`src/hw/rtl/skmc_pkg.sv`:
```
// ----------------------------------------------------------------------------
// Sky model coefficient cooker package
// Shared constants, payload types and controller command types.
// ----------------------------------------------------------------------------
package skmc_pkg;

  localparam int STORE_DEPTH     = 4096;
  localparam int TURBIDITY_ROWS  = 10;
  localparam int SHAPE_COEFFS    = 9;
  localparam int BLEND_TERMS     = 6;
  localparam int SHAPE_ALB_WORDS = SHAPE_COEFFS * BLEND_TERMS * TURBIDITY_ROWS;
  localparam int RAD_ALB_WORDS   = BLEND_TERMS * TURBIDITY_ROWS;
  localparam int CHANNEL_WORDS   = 2 * SHAPE_ALB_WORDS + 2 * RAD_ALB_WORDS;
  localparam int RAM_AW          = $clog2(STORE_DEPTH);
  localparam int ADDR_W          = $clog2(4 * CHANNEL_WORDS);
  localparam int ROW_W           = $clog2(TURBIDITY_ROWS + 1);

  localparam logic OP_WRITE   = 1'b0;
  localparam logic OP_COMPUTE = 1'b1;

  typedef struct packed {
    logic               operation;
    logic [11:0]        store_address;
    logic signed [31:0] store_word;
    logic [1:0]         channel;
    logic [11:0]        turbidity;
    logic [16:0]        albedo;
    logic [16:0]        elevation_fraction;
  } request_t;

  typedef struct packed {
    logic [3:0]         coefficient_index;
    logic signed [31:0] coefficient_value;
    logic               last;
  } result_t;

  typedef struct packed {
    logic       root_sq;
    logic       root_cube;
    logic [4:0] root_bit;
    logic       power;
    logic       bern_mul;
    logic       bern_scale;
    logic [2:0] kidx;
    logic       issue;
    logic [3:0] coeff;
    logic [1:0] slot;
    logic       last_row;
    logic       push;
  } cmd_t;

  typedef struct packed {
    logic top;
    logic done;
    logic out_free;
  } status_t;

  function automatic logic [3:0] binom5(input logic [2:0] k);
    case (k)
      3'd1, 3'd4: binom5 = 4'd5;
      3'd2, 3'd3: binom5 = 4'd10;
      default:    binom5 = 4'd1;
    endcase
  endfunction

endpackage

```
`src/hw/rtl/skmc_ctrl.sv`:
```
// ----------------------------------------------------------------------------
// Sky model coefficient cooker controller
// Sequences the root search, weight setup, store reads and result pushes.
// ----------------------------------------------------------------------------
module skmc_ctrl (
  input  logic              clk,
  input  logic              rst,
  input  logic              request_valid,
  input  logic              operation,
  output logic              request_stall,
  input  skmc_pkg::status_t st,
  output skmc_pkg::cmd_t    cmd
);
  import skmc_pkg::*;

  typedef enum logic [3:0] {
    IDLE, ROOT_SQ, ROOT_CUBE, POWER, BERN_MUL, BERN_SCALE, ISSUE, DRAIN, PUSH
  } state_t;

  state_t     state;
  logic [4:0] bit_cnt;
  logic [2:0] k_cnt;
  logic [1:0] slot;
  logic [3:0] coeff;
  logic [1:0] last_slot;

  assign last_slot     = st.top ? 2'd1 : 2'd3;
  assign request_stall = (state != IDLE);

  always_comb begin
    cmd            = '0;
    cmd.root_bit   = bit_cnt;
    cmd.kidx       = k_cnt;
    cmd.coeff      = coeff;
    cmd.slot       = slot;
    cmd.root_sq    = (state == ROOT_SQ);
    cmd.root_cube  = (state == ROOT_CUBE);
    cmd.power      = (state == POWER);
    cmd.bern_mul   = (state == BERN_MUL);
    cmd.bern_scale = (state == BERN_SCALE);
    cmd.issue      = (state == ISSUE);
    cmd.last_row   = (slot == last_slot);
    cmd.push       = (state == PUSH) && st.out_free;
  end

  always_ff @(posedge clk) begin
    if (rst) begin
      state   <= IDLE;
      bit_cnt <= '0;
      k_cnt   <= '0;
      slot    <= '0;
      coeff   <= '0;
    end else begin
      unique case (state)
        IDLE: begin
          if (request_valid && operation == OP_COMPUTE) begin
            state   <= ROOT_SQ;
            bit_cnt <= 5'd16;
          end
        end
        ROOT_SQ: begin
          state <= ROOT_CUBE;
        end
        ROOT_CUBE: begin
          if (bit_cnt == 5'd0) begin
            state <= POWER;
            k_cnt <= 3'd1;
          end else begin
            state   <= ROOT_SQ;
            bit_cnt <= bit_cnt - 5'd1;
          end
        end
        POWER: begin
          if (k_cnt == 3'(BLEND_TERMS - 1)) begin
            state <= BERN_MUL;
            k_cnt <= 3'd0;
          end else begin
            k_cnt <= k_cnt + 3'd1;
          end
        end
        BERN_MUL: begin
          state <= BERN_SCALE;
        end
        BERN_SCALE: begin
          if (k_cnt == 3'(BLEND_TERMS - 1)) begin
            state <= ISSUE;
            k_cnt <= 3'd0;
            slot  <= 2'd0;
            coeff <= 4'd0;
          end else begin
            state <= BERN_MUL;
            k_cnt <= k_cnt + 3'd1;
          end
        end
        ISSUE: begin
          if (k_cnt == 3'(BLEND_TERMS - 1)) begin
            k_cnt <= 3'd0;
            if (slot == last_slot) begin
              state <= DRAIN;
            end else begin
              slot <= slot + 2'd1;
            end
          end else begin
            k_cnt <= k_cnt + 3'd1;
          end
        end
        DRAIN: begin
          if (st.done) begin
            state <= PUSH;
          end
        end
        PUSH: begin
          if (st.out_free) begin
            if (coeff == 4'(SHAPE_COEFFS)) begin
              state <= IDLE;
            end else begin
              state <= ISSUE;
              coeff <= coeff + 4'd1;
              slot  <= 2'd0;
              k_cnt <= 3'd0;
            end
          end
        end
        default: state <= IDLE;
      endcase
    end
  end

  a_no_stale_done: assert property (@(posedge clk) disable iff (rst)
    (state == ISSUE) |-> !st.done)
    else $error("finished total still pending while issuing reads");

  a_push_clears: assert property (@(posedge clk) disable iff (rst)
    cmd.push |=> !st.done)
    else $error("finished total not cleared after push");

  a_done_draining: assert property (@(posedge clk) disable iff (rst)
    st.done |-> (state == DRAIN || state == PUSH))
    else $error("finished total outside drain");
endmodule

```
`config.mk`:
```
export PLATFORM = sky130hd
export DESIGN_NAME = skmc_ctrl
export DESIGN_NICKNAME = d
export VERILOG_FILES = /design/src/hw/rtl/skmc_pkg.sv /design/src/hw/rtl/skmc_ctrl.sv
export SDC_FILE = /design/constraint.sdc
export NUM_CORES = 1
export LEC_CHECK = 0
export ABC_CLOCK_PERIOD_IN_PS = 1800
export BUFFER_PORTS_ARGS = -buffer_cell sky130_fd_sc_hd__buf_2
export CORE_MARGIN = 1
export CORE_UTILIZATION = 42
export DETAILED_ROUTE_END_ITERATION = 16
export GPL_TIMING_DRIVEN = 0
export PLACE_DENSITY = 0.72
export SETUP_SLACK_MARGIN = 0.02
export SLEW_MARGIN = 20
export SYNTH_ARGS = -nofsm -noshare
export SYNTH_HDL_FRONTEND = slang
export SYNTH_SLANG_ARGS = --single-unit
```
`constraint.sdc`:
```
create_clock -name clk -period 1.8 [get_ports clk]
set_input_delay 0.36 -clock clk [delete_from_list [all_inputs] [get_ports clk]]
set_output_delay 0.36 -clock clk [all_outputs]
set_load 0.005 [all_outputs]
```
==> out/metrics.cfg, run 1 <==
[pwr]
leakagePower_nw = 0.672
totalPowerFinal_mw = 1.12
p_clk_share_pct = 23.9
comb_power_share_pct = 35.2
power_density_nw_per_um2 = 694
swShare_pct = 32.7
peakVddDrop_v = 0.000418
cellInternalPower_mw = 0.752
power.switching_mw = 0.366
seqPwrFrac_pct = 41.0

[outcome]
status = finished with violations
violations = setup timing

[worst_setup_path]
critPathKind = reg -> out
critical_path.max_fanout = 6
worstPathRequired_ns = 1.44
crit_arrival_ns = 1.54
cp-start-kind = flop
endpoint_kind = primary output

[floorplanning]
die_y_um = 55.7
core_area_um2 = 2730
die_area_um2 = 3100
initial_core_util_pct = 44.3
rows = 19
die_x_um = 55.7
io_pins = 30

[routing]
route.detailed.drc = 0
vias = 1228
drt-total-wl_mm = 3.12
antenna_left = 0
avgRoutedWirePerCell_um = 14.3
dr.pass1.iters = 4
drt-initial-drc-count = 26
avgViaCountPerCell = 5.63

[synthesis]
synth_nets = 151
synthArstFlopShare_pct = 0
ys_seq_area_share_pct = 29.8
ys_types = 53
synth_area_um2 = 1210
yosysWarnings = 0
syn_inst = 141
synth-edff-count = 0
synth_ff_type = dfxtp_1
ys_seq_elements = 18
syn-mean-instance-area_um2 = 8.59

[sta]
hold_violations = 0
maxSlewViolCount = 0
tightest_slew_ns = 0.511
slew_headroom_pct = 65.9
final-setup-viol-count = 4
setup_slack_ns = -0.0974
period_share_pct = 105
period_needed_ns = 1.90
finalClockSkew_ns = 0.00898
holdWs_ns = 0.318
rsz0062_at_grt = true
fmax_mhz = 527

[clock_network]
hold_buffers = 0
cts_tree = built
clk_path_buf_depth = 2
cts.sinks = 18
root_buffer = clkbuf_4
clk_pin_slew_worst_paths_ns = 0.12
clk_latency_ns = 0.31
htree_levels = 1
cts_made_buffers = 3

[final_layout]
n_antenna_cell = 0
post-route-util_pct = 58.9
drive_gt1_share_pct = 43.9
syn_to_final_growth_pct = 33.1
nets = 198
n_fill_cell = 237

[global_routing]
antenna_found_initial = 0
grt_pass1_wl_mm = 5.01
grt_pass1_vias = 1083
track_usage_pct = 20.5
grt_overflow_total = 0
grt_max_degree = 11

[place]
gp_congestion = 0.810
io_buffer_count = 29
place_hpwl_mm = 2.13

[min_path]
hold_path_class = in -> reg

[job]
drv_cap = 0

==> power groups by stage <==
| stage | sequential (mW) | clock [mW] | combinational [mW] |
|---|---|---|---|
| floorplan | 0.461 | 0 | 0.200 |
| global placement | 0.463 | 0 | 0.271 |
| global route | 0.464 | 0.302 | 0.424 |
| finish | 0.458 | 0.267 | 0.393 |
| CTS | 0.460 | 0.267 | 0.314 |
| detailed placement | 0.466 | 0 | 0.278 |
==> flip-flops by register name, summed over array words and instances, names as in the netlist <==
name,count
state,4
slot,2
bit_cnt,5
coeff,4
k_cnt,3
==> layout make-up <==
cell class | instances | area, um^2 | share of cell area [%]
sequential | 18 | 370 | 23.0
inverter | 14 | 52.6 | 3.26
buffer | 5 | 38.8 | 2.41
tap | 31 | 38.8 | 2.41
clock buffer | 4 | 36.3 | 2.25
multi-input combinational | 104 | 832 | 51.6
timing repair buffer | 42 | 243 | 15.1
==> per-layer routing <==
metal	global-route usage [%]	part of all wire [%]
met4	7.50	2.0
met3	3.02	4.5
met5	0	0
met1	26.6	44
met2	34.3	49
==> layout by cell type, fill, tap and decap left out, drive strengths merged, types with 2 or more instances in the layout <==
master | Yosys | final
buf | 4 | 46
dfxtp | 18 | 18
inv | 14 | 14
a21oi | 12 | 12
nor2 | 9 | 9
nor3 | 7 | 7
nand3b | 6 | 6
nand2 | 5 | 5
or2 | 5 | 5
clkbuf | 1 | 5
nand4 | 4 | 4
and2 | 4 | 4
or3 | 4 | 4
xnor2 | 3 | 3
nand3 | 3 | 3
nor4b | 3 | 3
o21ai | 3 | 3
ha | 3 | 3
nand2b | 3 | 3
and4bb | 2 | 2
nand4b | 2 | 2
xor2 | 2 | 2
a31oi | 2 | 2
a211oi | 2 | 2
o22ai | 2 | 2
a22oi | 2 | 2
==> critical path: stages (launching register included) <==
cell     delay, ns
dfxtp_4       0.37
buf_6         0.12
or3_4         0.40
nor3_4        0.20
buf_2         0.13
==> path summary, 6_finish.rpt <==
check,from,to,slack (ns),cells after the start
hold reg to reg,slot[1]$_SDFFE_PP0P_,slot[1]$_SDFFE_PP0P_,0.53,2
hold / removal,st[2],slot[1]$_SDFFE_PP0P_,0.32,3
setup / recovery,state[1]$_SDFFE_PP0P_,cmd[0],-0.1,4
setup reg to reg,bit_cnt[0]$_SDFFE_PP0P_,k_cnt[2]$_SDFFE_PP0P_,-0.07,6
==> synthesized netlist by cell type, types with 2 or more instances <==
master	instances	share of area [%]
a211oi_1	2	1.2
a21oi_1	11	4.5
a31oi_1	2	1.0
and2_1	3	1.5
and4bb_2	2	2.1
buf_4	2	1.2
dfxtp_1	18	30
ha_1	3	3.1
inv_1	14	4.3
nand2_1	5	1.5
nand2b_1	2	1.0
nand3_1	3	1.2
nand3b_1	6	3.7
nand4_1	4	2.1
nand4b_1	2	1.4
nor2_1	9	2.8
nor3_1	7	2.9
nor4b_4	2	3.9
o21ai_0	2	0.83
or2_0	2	1.0
or2_2	3	1.5
or3_1	3	1.5
xnor2_1	3	2.2
xor2_1	2	1.4
==> what timing repair did <==
| action | in CTS | in global routing |
|---|---|---|
| resized for setup | 7 | 12 |
| endpoints found under the setup margin | 8 | 20 |
| pin swaps | 4 | 8 |
| gates cloned | 0 | 0 |
| buffers inserted | 5 | 8 |
==> cell families (layout without fill, tap and decap cells) <==
| kind of cell | after synthesis | in the layout | synth area share [%] |
|---|---|---|---|
| and+or+nand+nor | 61 | 61 | 34.5 |
| muxes | 1 | 1 | 0.826 |
| buffers and inverters | 19 | 65 | 7.23 |
| DFF | 18 | 18 | 29.8 |
| xor gates and xnor gates | 5 | 5 | 3.62 |
| AOI/OAI and AO/OA | 34 | 34 | 21.0 |
| adders and majority gates | 3 | 3 | 3.10 |
==> through the flow <==
stage	worst slack, ns	std cells	setup TNS (ns)	area [um^2]
2_1_floorplan	0.0272	141	0	1220
3_3_place_gp	-0.0622	201	-0.177	1410
3_5_place_dp	-0.0905	201	-0.225	1410
4_1_cts	-0.0855	210	-0.241	1500
5_1_grt	-0.151	218	-0.513	1610
6_report	-0.0974	218	-0.261	1610
(Power assumes the default switching activity.)
==> run 2, diff against run 1 <==
==> constraint.sdc (replaced) <==
create_clock -name clk -period 1.8 [get_ports clk]
set_input_delay 0.09 -clock clk [delete_from_list [all_inputs] [get_ports clk]]
set_output_delay 0.09 -clock clk [all_outputs]
set_load 0.005 [all_outputs]
==> out/metrics.cfg, run 2 (synthesized netlist as in run 1, its figures left out) <==
[place]
gp_congestion = 0.810
place_hpwl_mm = 2.13
io_buffer_count = 29

[sta]
setup_slack_ns = -0.0575
fin_tns_setup_ns = -0.102
slew_headroom_pct = 67.7
finalClockSkew_ns = 0.00268
period_needed_ns = 1.86
rsz0062_at_grt = true
hold_violations = 0
maxSlewViolCount = 0
tightest_slew_ns = 0.484
period_share_pct = 103
final-setup-viol-count = 2
fmax_mhz = 538

[global_routing]
antenna_found_initial = 0
grt_max_degree = 11
grt_pass1_wl_mm = 5.01
grt_pass1_vias = 1080
grt_overflow_total = 0
track_usage_pct = 20.5

[clock_network]
clk_pin_slew_worst_paths_ns = 0.11
htree_levels = 1
cts.sinks = 18
clk_latency_ns = 0.30
cts_made_buffers = 3
cts_tree = built
root_buffer = clkbuf_4
clk_path_buf_depth = 2

[routing]
avgViaCountPerCell = 5.66
drt-initial-drc-count = 31
avgRoutedWirePerCell_um = 14.5
route.detailed.drc = 0
dr.pass1.iters = 4
vias = 1206
antenna_left = 0
drt-total-wl_mm = 3.09

[job]
drv_cap = 0

[pwr]
peakVddDrop_v = 0.000418
comb_power_share_pct = 31.6
swShare_pct = 32.3
totalPowerFinal_mw = 1.05
p_clk_share_pct = 24.7
power.switching_mw = 0.338
seqPwrFrac_pct = 43.7
cellInternalPower_mw = 0.709
leakagePower_nw = 0.626
power_density_nw_per_um2 = 686

[final_layout]
n_antenna_cell = 0
final_cell_mix = buf_2 (30), dfxtp_1 (15), inv_1 (12)
post-route-util_pct = 55.8
nets = 193
syn_to_final_growth_pct = 25.9
layout_commonest_cell = buf_2
largest_register = bit_cnt
largest_reg_flops = 5
reg.largest.list = bit_cnt (5), coeff (4), state (4)
drive_gt1_share_pct = 39.6
n_fill_cell = 246

[worst_setup_path]
cp_num_buf_inv = 1
worstPathRequired_ns = 1.99
cp-start-kind = flop
path_cells = inv_2 -> ha_4 -> or4b_4 -> a2111o_1 -> a32oi_2 -> o32ai_1
critical_path.max_fanout = 3
crit_arrival_ns = 2.05
slowest_stage = or4b_4
timing.critical_path.slowest_cell_delay_ns = 0.48
cp_top_family = compound AO/OA/AOI/OAI gates
endpoint_kind = flop
critPathKind = reg -> reg

[min_path]
hold_path_class = in -> reg

[floorplanning]
die_area_um2 = 3100
die_x_um = 55.7
io_pins = 30
rows = 19
initial_core_util_pct = 44.3
core_area_um2 = 2730
die_y_um = 55.7

[outcome]
status = finished with violations
violations = setup timing

run 2: changes by cell type in the layout (fill, tap and decap cells not counted), sizes merged:
| cell | previous run | this run |
|---|---|---|
| buf | 46 | 41 |
run 2: worst min-delay path, delay by kind of cell:
family,cells,cell delay (ns)
and+or+nand+nor,1,0.10
AOI/OAI and AO/OA,1,0.05
buffers and inverters,1,0.09
run 2: timing repair:
action	CTS	global route
resized for setup	4	5
cloned	0	0
setup endpoints to repair	6	11
hold buffers	0	0
setup buffers	5	3
pin swaps	4	4
run 2: final cells by class:
class                           instances  area (um^2)  share of cell area (%)
Inverter                               14         52.6                    3.45
Tap cell                               31         38.8                    2.54
Buffer                                  5         35.0                    2.30
Multi-Input combinational cell        104          793                    52.0
Sequential cell                        18          364                    23.9
Timing Repair Buffer                   37          205                    13.5
Clock buffer                            4         36.3                    2.38
run 2: power by group through the flow:
stage          combinational [mW]  sequential, mW  clock, mW
2_1_floorplan               0.200           0.461          0
3_3_place_gp                0.271           0.463          0
3_5_place_dp                0.278           0.466          0
4_1_cts                     0.309           0.457      0.267
5_1_grt                     0.361           0.464      0.296
6_report                    0.330           0.458      0.259
run 2: layer usage:
layer | GRT usage [%] | routed length, um | part of all wire (%)
met3 | 3.02 | 124 | 4.0
met1 | 26.6 | 1370 | 44
met4 | 7.50 | 42 | 1.4
met2 | 34.3 | 1550 | 50
met5 | 0 | 0 | 0
run 2: path summary, 6_finish.rpt:
kind	startpoint	endpoint	slack, ns	cells after the start
min reg2reg	slot[1]$_SDFFE_PP0P_	slot[1]$_SDFFE_PP0P_	0.53	2
max	bit_cnt[0]$_SDFFE_PP0P_	k_cnt[2]$_SDFFE_PP0P_	-0.06	6
min	st[2]	slot[1]$_SDFFE_PP0P_	0.06	3
max reg2reg	bit_cnt[0]$_SDFFE_PP0P_	k_cnt[2]$_SDFFE_PP0P_	-0.06	6
run 2: metrics by stage:
step | cell area, um^2 | hold slack (ns) | cells | setup slack, ns
6_report | 1530 | 0.0593 | 213 | -0.0575
5_1_grt | 1530 | 0.0510 | 213 | -0.111
4_1_cts | 1490 | 0.0522 | 210 | -0.0855
3_5_place_dp | 1410 | 0.384 | 201 | -0.0905
3_3_place_gp | 1410 | 0.376 | 201 | -0.0622
2_1_floorplan | 1220 | 0.167 | 141 | 0.0272
==> run 3, diff against run 2 <==
--- a/config.mk
+++ b/config.mk
@@ -11,6 +11,7 @@
 export CORE_UTILIZATION = 42
 export DETAILED_ROUTE_END_ITERATION = 16
 export GPL_TIMING_DRIVEN = 0
+export HOLD_SLACK_MARGIN = 0.12
 export PLACE_DENSITY = 0.72
 export SETUP_SLACK_MARGIN = 0.02
 export SLEW_MARGIN = 20
==> out/metrics.cfg, run 3 (synthesized netlist as in run 1, its figures left out) <==
[final_layout]
largest_reg_flops = 5
syn_to_final_growth_pct = 28.3
n_antenna_cell = 0
largest_register = bit_cnt
post-route-util_pct = 56.8
reg.largest.list = bit_cnt (5), coeff (4), state (4)
drive_gt1_share_pct = 38.4
layout_commonest_cell = buf_2
nets = 196
final_cell_count_no_fill = 216
final_cell_mix = buf_2 (30), dfxtp_1 (16), inv_1 (12)

[clock_network]
clk_path_buf_depth = 2
root_buffer = clkbuf_4
clk_pin_slew_worst_paths_ns = 0.11
cts.sinks = 18
cts_tree = built
clk_latency_ns = 0.31
htree_levels = 1
cts_made_buffers = 3

[worst_setup_path]
endpoint_kind = flop
path_cells = inv_2 -> ha_4 -> or4b_4 -> a2111o_1 -> a32oi_2 -> o32ai_1
critical_path.max_fanout = 3
worstPathRequired_ns = 2.00
crit_arrival_ns = 2.06
cp_num_buf_inv = 1
cp-start-kind = flop
cp_top_family = compound AO/OA/AOI/OAI gates
slowest_stage = or4b_4
timing.critical_path.slowest_cell_delay_ns = 0.48
critPathKind = reg -> reg

[global_routing]
grt_max_degree = 11
grt_pass1_wl_mm = 5.07
track_usage_pct = 20.6
antenna_found_initial = 0
grt_overflow_total = 0
grt_pass1_vias = 1125

[floorplanning]
core_area_um2 = 2730
io_pins = 30
die_x_um = 55.7
die_area_um2 = 3100
rows = 19
die_y_um = 55.7
initial_core_util_pct = 44.3

[routing]
drt-initial-drc-count = 25
route.detailed.drc = 0
drt-total-wl_mm = 3.12
avgRoutedWirePerCell_um = 14.4
dr.pass1.iters = 4
antenna_left = 0
avgViaCountPerCell = 5.64
vias = 1218

[pwr]
peakVddDrop_v = 0.000418
totalPowerFinal_mw = 1.06
comb_power_share_pct = 31.6
p_clk_share_pct = 25.1
leakagePower_nw = 0.638
swShare_pct = 32.6
seqPwrFrac_pct = 43.3
power.switching_mw = 0.345
cellInternalPower_mw = 0.713
power_density_nw_per_um2 = 681

[sta]
final-setup-viol-count = 3
slew_headroom_pct = 66.4
setup_slack_ns = -0.0664
period_share_pct = 104
hold_violations = 0
maxSlewViolCount = 0
tightest_slew_ns = 0.503
fmax_mhz = 536
period_needed_ns = 1.87
holdWs_ns = 0.136
finalClockSkew_ns = 0.00106
rsz0062_at_grt = true

[place]
pre_cts_slack_ns = -0.0905
dp.cells = 201
place_hpwl_mm = 2.13
gp_congestion = 0.810
io_buffer_count = 29

[min_path]
hold_path_class = in -> reg

[job]
drv_cap = 0

[outcome]
status = finished with violations
violations = setup timing

[run 3: changes by cell type in the layout (fill, tap and decap cells not counted)]
| cell | delta |
|---|---|
| dlygate4sd3_1 | +3 |
| dfxtp_1 | +1 |
| dfxtp_2 | -1 |
[run 3: worst register-to-register path, stage by stage (launching register included)]
cell and delay, ns:
dfxtp_2 0.35, inv_2 0.07, ha_4 0.13, or4b_4 0.48, a2111o_1 0.42, a32oi_2 0.19
o32ai_1 0.12
[run 3: stage by stage]
step / area [um^2] / setup TNS, ns
final: 1550 / -0.120
after global routing: 1550 / -0.368
after CTS: 1520 / -0.167
after detailed placement: 1410 / -0.225
after global placement: 1410 / -0.177
after floorplan: 1220 / 0
[run 3: layer usage]
layer | up-vias | routed length [um] | track usage, %
li1 | 606 | - | -
met1 | 577 | 1400 | 25.8
met2 | 30 | 1560 | 36.5
met3 | 5 | 112 | 2.79
met4 | 0 | 41 | 6.43
met5 | - | 0 | 0
[run 3: repair_timing]
| action | 4_1_cts | 5_1_grt |
|---|---|---|
| hold buffers | 3 | 0 |
| pin swaps | 4 | 4 |
| gates resized for setup | 4 | 4 |
| setup endpoints to repair | 6 | 11 |
| buffers inserted | 5 | 3 |
| endpoints found under the hold margin | 3 | 0 |
[run 3: power groups by stage]
stage	registers, mW	logic [mW]	clock network (mW)
global placement	0.463	0.271	0
global route	0.463	0.365	0.292
floorplan	0.461	0.200	0
finish	0.458	0.335	0.266
CTS	0.457	0.314	0.267
detailed placement	0.466	0.278	0
[run 3: final cells by class]
type	count	area (um^2)
fillers	247	1180
plain buffers	5	35.0
well taps	31	38.8
multi-input cells	104	793
repair buffers	40	235
inverters	14	52.6
clock buffers	4	36.3
flip-flops and latches	18	363
[run 3: final timing paths]
check | from | to | slack, ns | cells past startpoint
min | st[0] | state[3]$_SDFFE_PP0P_ | 0.14 | 4
min reg2reg | k_cnt[2]$_SDFFE_PP0P_ | k_cnt[2]$_SDFFE_PP0P_ | 0.53 | 2
max reg2reg | bit_cnt[0]$_SDFFE_PP0P_ | k_cnt[2]$_SDFFE_PP0P_ | -0.07 | 6
max | bit_cnt[0]$_SDFFE_PP0P_ | k_cnt[2]$_SDFFE_PP0P_ | -0.07 | 6
